<file path="src/rtl/sgtc_pkg.sv">
// ----------------------------------------------------------------------------
// sgtc_pkg
// Shared types, constants and helpers of the three-connectivity test.
// ----------------------------------------------------------------------------
package sgtc_pkg;

  localparam int ROW_FIELDS   = 7;
  localparam int MIN_DEGREE   = 3;
  localparam int MIN_VERTICES = 4;
  localparam int QUEUE_DEPTH  = 2;

  typedef logic [ROW_FIELDS-1:0] row_t;
  typedef logic [2:0]            count_t;

  typedef struct packed {
    count_t                n;
    row_t [ROW_FIELDS-1:0] rows;
    logic                  pre_ok;
  } item_t;

  function automatic row_t mask_of(count_t n);
    row_t m;
    for (int i = 0; i < ROW_FIELDS; i++) begin
      m[i] = (i < int'(n));
    end
    return m;
  endfunction

  function automatic logic [2:0] popcount(row_t r);
    logic [2:0] c;
    c = '0;
    for (int i = 0; i < ROW_FIELDS; i++) begin
      c = c + {2'b00, r[i]};
    end
    return c;
  endfunction

endpackage

</file>
<file path="src/rtl/sgtc_back.sv">
// ----------------------------------------------------------------------------
// sgtc_back
// Checker: walks the deletion sets, one reachability closure per cycle while running.
// ----------------------------------------------------------------------------
module sgtc_back (
  input  logic            clk_i,
  input  logic            rst_ni,
  input  logic            q_empty_i,
  input  sgtc_pkg::item_t q_data_i,
  output logic            q_rd_o,
  output logic            empty_o,
  input  logic            pop_i,
  output logic            res_o
);

  typedef enum logic [1:0] {
    ST_IDLE,
    ST_RUN,
    ST_DONE
  } state_e;

  state_e           state_q;
  sgtc_pkg::item_t  item_q;
  sgtc_pkg::count_t x_q, y_q;
  logic             first_q, ok_q;
  logic             res_valid_q, res_q;
  sgtc_pkg::row_t   removed, alive;
  logic             conn, last_y, last_x;

  function automatic logic reach_all(sgtc_pkg::row_t [sgtc_pkg::ROW_FIELDS-1:0] rows,
                                     sgtc_pkg::row_t alive_m);
    sgtc_pkg::row_t reached, nxt;
    reached = alive_m & (~alive_m + sgtc_pkg::row_t'(1));
    for (int s = 0; s < sgtc_pkg::ROW_FIELDS - 1; s++) begin
      nxt = reached;
      for (int v = 0; v < sgtc_pkg::ROW_FIELDS; v++) begin
        if (reached[v]) begin
          nxt = nxt | (rows[v] & alive_m);
        end
      end
      reached = nxt;
    end
    return reached == alive_m;
  endfunction

  always_comb begin
    removed = first_q ? '0 : ((sgtc_pkg::row_t'(1) << x_q) | (sgtc_pkg::row_t'(1) << y_q));
    alive   = sgtc_pkg::mask_of(item_q.n) & ~removed;
    conn    = reach_all(item_q.rows, alive);
    last_y  = (y_q == item_q.n - 3'd1);
    last_x  = (x_q == item_q.n - 3'd1);
  end

  assign q_rd_o  = (state_q == ST_IDLE) && !q_empty_i;
  assign empty_o = !res_valid_q;
  assign res_o   = res_q;

  always_ff @(posedge clk_i or negedge rst_ni) begin
    if (!rst_ni) begin
      state_q     <= ST_IDLE;
      x_q         <= '0;
      y_q         <= '0;
      first_q     <= 1'b1;
      ok_q        <= 1'b0;
      res_valid_q <= 1'b0;
      res_q       <= 1'b0;
    end else begin
      if (pop_i && res_valid_q && (state_q != ST_DONE)) begin
        res_valid_q <= 1'b0;
      end
      unique case (state_q)
        ST_IDLE: begin
          if (!q_empty_i) begin
            first_q <= 1'b1;
            x_q     <= '0;
            y_q     <= '0;
            ok_q    <= q_data_i.pre_ok;
            state_q <= q_data_i.pre_ok ? ST_RUN : ST_DONE;
          end
        end
        ST_RUN: begin
          if (!conn) begin
            ok_q    <= 1'b0;
            state_q <= ST_DONE;
          end else if (first_q) begin
            first_q <= 1'b0;
          end else if (last_y) begin
            if (last_x) begin
              state_q <= ST_DONE;
            end else begin
              x_q <= x_q + 3'd1;
              y_q <= x_q + 3'd1;
            end
          end else begin
            y_q <= y_q + 3'd1;
          end
        end
        ST_DONE: begin
          if (!res_valid_q || pop_i) begin
            res_valid_q <= 1'b1;
            res_q       <= ok_q;
            state_q     <= ST_IDLE;
          end
        end
        default: state_q <= ST_IDLE;
      endcase
    end
  end

  always_ff @(posedge clk_i) begin
    if (q_rd_o) begin
      item_q <= q_data_i;
    end
  end

  a_run_ok: assert property (@(posedge clk_i) disable iff (!rst_ni)
    (state_q == ST_RUN) |-> (ok_q && item_q.pre_ok)) else $error("run on failed word");
  a_pair_order: assert property (@(posedge clk_i) disable iff (!rst_ni)
    (state_q == ST_RUN) |-> (x_q <= y_q && y_q < item_q.n)) else $error("bad deletion set");
  a_fail_stops: assert property (@(posedge clk_i) disable iff (!rst_ni)
    (state_q == ST_RUN && !conn) |=> (state_q == ST_DONE && !ok_q))
    else $error("failure not reported");
  a_rd_idle: assert property (@(posedge clk_i) disable iff (!rst_ni)
    q_rd_o |=> (state_q != ST_IDLE)) else $error("read word dropped");

endmodule

</file>
<file path="config.mk">
export PLATFORM = sky130hd
export DESIGN_NAME = sgtc_back
export DESIGN_NICKNAME = d
export VERILOG_FILES = /design/src/rtl/sgtc_pkg.sv /design/src/rtl/sgtc_back.sv
export SDC_FILE = /design/constraint.sdc
export NUM_CORES = 1
export LEC_CHECK = 0
export BUFFER_PORTS_ARGS = -buffer_cell sky130_fd_sc_hd__buf_2
export CORE_MARGIN = 2
export CORE_UTILIZATION = 33
export DETAILED_ROUTE_END_ITERATION = 16
export SYNTH_ARGS = -nofsm -noshare
export SYNTH_HDL_FRONTEND = slang
export SYNTH_SLANG_ARGS = --single-unit
export TNS_END_PERCENT = 5
</file>
<file path="constraint.sdc">
create_clock -name clk_i -period 12.1 [get_ports clk_i]
set_clock_uncertainty 0.05 [all_clocks]
set_input_delay 3.025 -clock clk_i [delete_from_list [all_inputs] [get_ports clk_i]]
set_output_delay 3.025 -clock clk_i [all_outputs]
set_load 0.03 [all_outputs]
</file>
==> qor.yml <==
p_total_mw: 1.00
synth_cell_types: 97
ios: 60
p_leak_nw: 1.77
synthAdderAreaFrac_pct: 3.47
synth_cells: 463
crit_path_end_kind: "output pin"
die_area_um2: 14000
timing.setup.tns_ps: 0
post_drt_wl_per_cell_um: 22.3
status: "finished clean"
cts_tree: "built"
switching_share_pct: 48.8
setup_viol: 0
clkLatencyLatePin_ps: 290
h-tree-depth: 2
first_global_vias: 4043
port_buffers: 46
worstPathRequired_ps: 9020
crit_top_cell: "buf_2"
p_seq_share_pct: 31.1
routed-via-count: 4332
syn-cell-area_um2: 4320
cts_buffer_depth: 2
synth.avg_cell_area_um2: 9.34
slowest_stage: "buf_2"
cp_cell_sequence: "buf_2 -> nor2_1 -> nand2_1 -> inv_1 -> buf_2"
reg2reg_depth: 19
start_util_pct: 34.0
p_clk_share_pct: 14.1
top_layer_used: "met4"
cts.clk_slew.worst_paths_ps: 60
core_um2: 12700
p_comb_share_pct: 54.8
max_slew.worst_pin.slew_ps: 928
wl_met3_um: 1510
drt-pass1-iter-count: 5
period_share_pct: 57.9
cts_setup_buffers: 0
fin_ws_ps: 5090
synthMuxAreaShare_pct: 1.45
finalMaxSlewViolations: 0
fin_util_pct: 38.0
path_max_fanout: 7
cp-start-kind: "input pin"
drive_above_1_share_pct: 19.8
hold_class: "flip-flop to flip-flop"
m1WireLength_um: 6360
holdPathStages: 1
path_depth: 5
mappedNetlistNets: 532
peakVddDrop_v: 0.000105
clock.fmax_mhz: 143
synth-xor-area-share_pct: 1.42
dpl.hpwl_um: 11300
drv_cap: 0
drc: 0
dr_wl_met2_um: 6310
synth_top_family_by_area: "compound AO/OA/AOI/OAI gates"
cp_num_buf_inv: 3
p_int_mw: 0.514
synth-compound-area-share_pct: 31.0
synth_enable_flop_cells: 39
hold_buffers: 0
track_usage_pct: 20.8
cts-resized-gates: 0
synth_top_area_share_pct: 27.1
ys_ff_latch: 51
rsz0062_at_grt: "false"
synth_top_area_cell: "edfxtp_1"
cp_top_family: "buffers and inverters"
finalHoldViolations: 0
cts_buffers: 5
synth_ff_type: "edfxtp_1"
grt_overflow: 0
netlist_top_cells_area: "edfxtp_1 27%, dfrtp_1 6.4%, nand3_1 4.5%"
grt_max_degree: 41
area_growth_pct: 11.9
num-nets-final: 568
pre_cts_ws_ps: 5090
vias_per_cell: 6.45
num_rows: 41
grt_pass1_wl_um: 23000
p_sw_mw: 0.489
critPathMaxStageDelay_ps: 240
antenna_found_initial: 0
initialDrtViolationCount: 517
finalWirelength_um: 15000
synth-async-reset-ratio_pct: 23.5
slew-limit-headroom_pct: 37.9
finalWeightedCongestion: 0.982
yosys_warnings: 0
hold_slack_ps: 454
ant_nets: 0
yosysMostFrequentCell: "nand2_1"
fp.dieH_um: 118
clock-sinks: 51
period_needed_ps: 7010
ys_seq_area_share_pct: 34.1
synth_commonest_cells: "44 x nand2_1, 39 x edfxtp_1, 39 x nand3_1"
antennaDiodeCount: 0
criticalPathCategory: "input pin to output pin"
ctsRootBufferMaster: "clkbuf_16"
powerDensity_nw_per_um2: 207
synth-simple-area-share_pct: 24.1
die-width_um: 118
arrival_ps: 3930
==> sequential cells by signal (all words and copies together), names as in the netlist <==
register,cells
ok_q,1
y_q,3
res_o,1
res_valid_q,1
state_q,2
x_q,3
first_q,1
item_q,39
==> metal layers <==
| layer | global-route usage, % | up-vias |
|---|---|---|
| met1 | 29.9 | 2050 |
| li1 | - | 1926 |
| met2 | 30.2 | 295 |
| met5 | 0 | - |
| met4 | 11.1 | 0 |
| met3 | 2.61 | 61 |
==> cell usage in the layout, fill, tap and decap left out, drive strengths merged, types with 5 or more instances in the layout <==
cell     instances
a221oi           6
nand3           41
a31oi            8
and2             8
ha              12
o21ai           17
a211oi           8
a32oi           15
nand2b           8
dfrtp           11
nor3            13
clkbuf           6
a21o             5
a22oi           22
nor2            21
inv             22
a21oi           21
and3             9
nand4           14
o211ai           7
xnor2            5
buf             49
edfxtp          39
nand2           44
a2111oi          6
==> path summary, 6_finish.rpt <==
path                                         start             endpoint  slack (ps)
max in group asynchronous                   rst_ni  first_q$_DFFE_PN1P_        9170
min in group asynchronous                   rst_ni   y_q[0]$_DFFE_PN0P_        2550
worst max-delay path                     q_empty_i               q_rd_o        5090
worst min-delay path              ok_q$_DFFE_PN0P_     ok_q$_DFFE_PN0P_         450
worst max register to register  x_q[1]$_DFFE_PN0P_   y_q[1]$_DFFE_PN0P_        6170
worst min register to register    ok_q$_DFFE_PN0P_     ok_q$_DFFE_PN0P_         450
==> cells by family (layout without fill, tap and decap cells) <==
group                      count (synthesis)  in the layout
AOI/OAI and AO/OA                        163            163
xor gates and xnor gates                   7              7
adders and majority gates                 12             12
buffers and inverters                     42             79
DFF                                       51             51
muxes                                      6              6
and+or+nand+nor                          182            182
==> metrics by stage <==
step | instance area [µm²] | cells
5_1_grt | 4840 | 672
4_1_cts | 4840 | 672
2_1_floorplan | 4320 | 463
3_3_place_gp | 4680 | 664
6_report | 4840 | 672
3_5_place_dp | 4680 | 664
==> power groups by stage <==
stage          combinational (mW)  sequential [mW]  clock [mW]
6_report                    0.550            0.312       0.142
5_1_grt                     0.585            0.314       0.154
4_1_cts                     0.532            0.307       0.146
3_3_place_gp                0.530            0.311           0
2_1_floorplan               0.418            0.272           0
3_5_place_dp                0.531            0.311           0
==> final cells by class <==
type | instances | area (µm²)
fill | 1318 | 7890
multi-input combinational | 370 | 2660
sequential | 51 | 1470
timing repair buffer | 49 | 253
tap | 172 | 215
clock buffer | 6 | 139
inverter | 22 | 82.6
clock inverter | 2 | 16.3
Note: power is estimated with default switching activity, not from simulation.
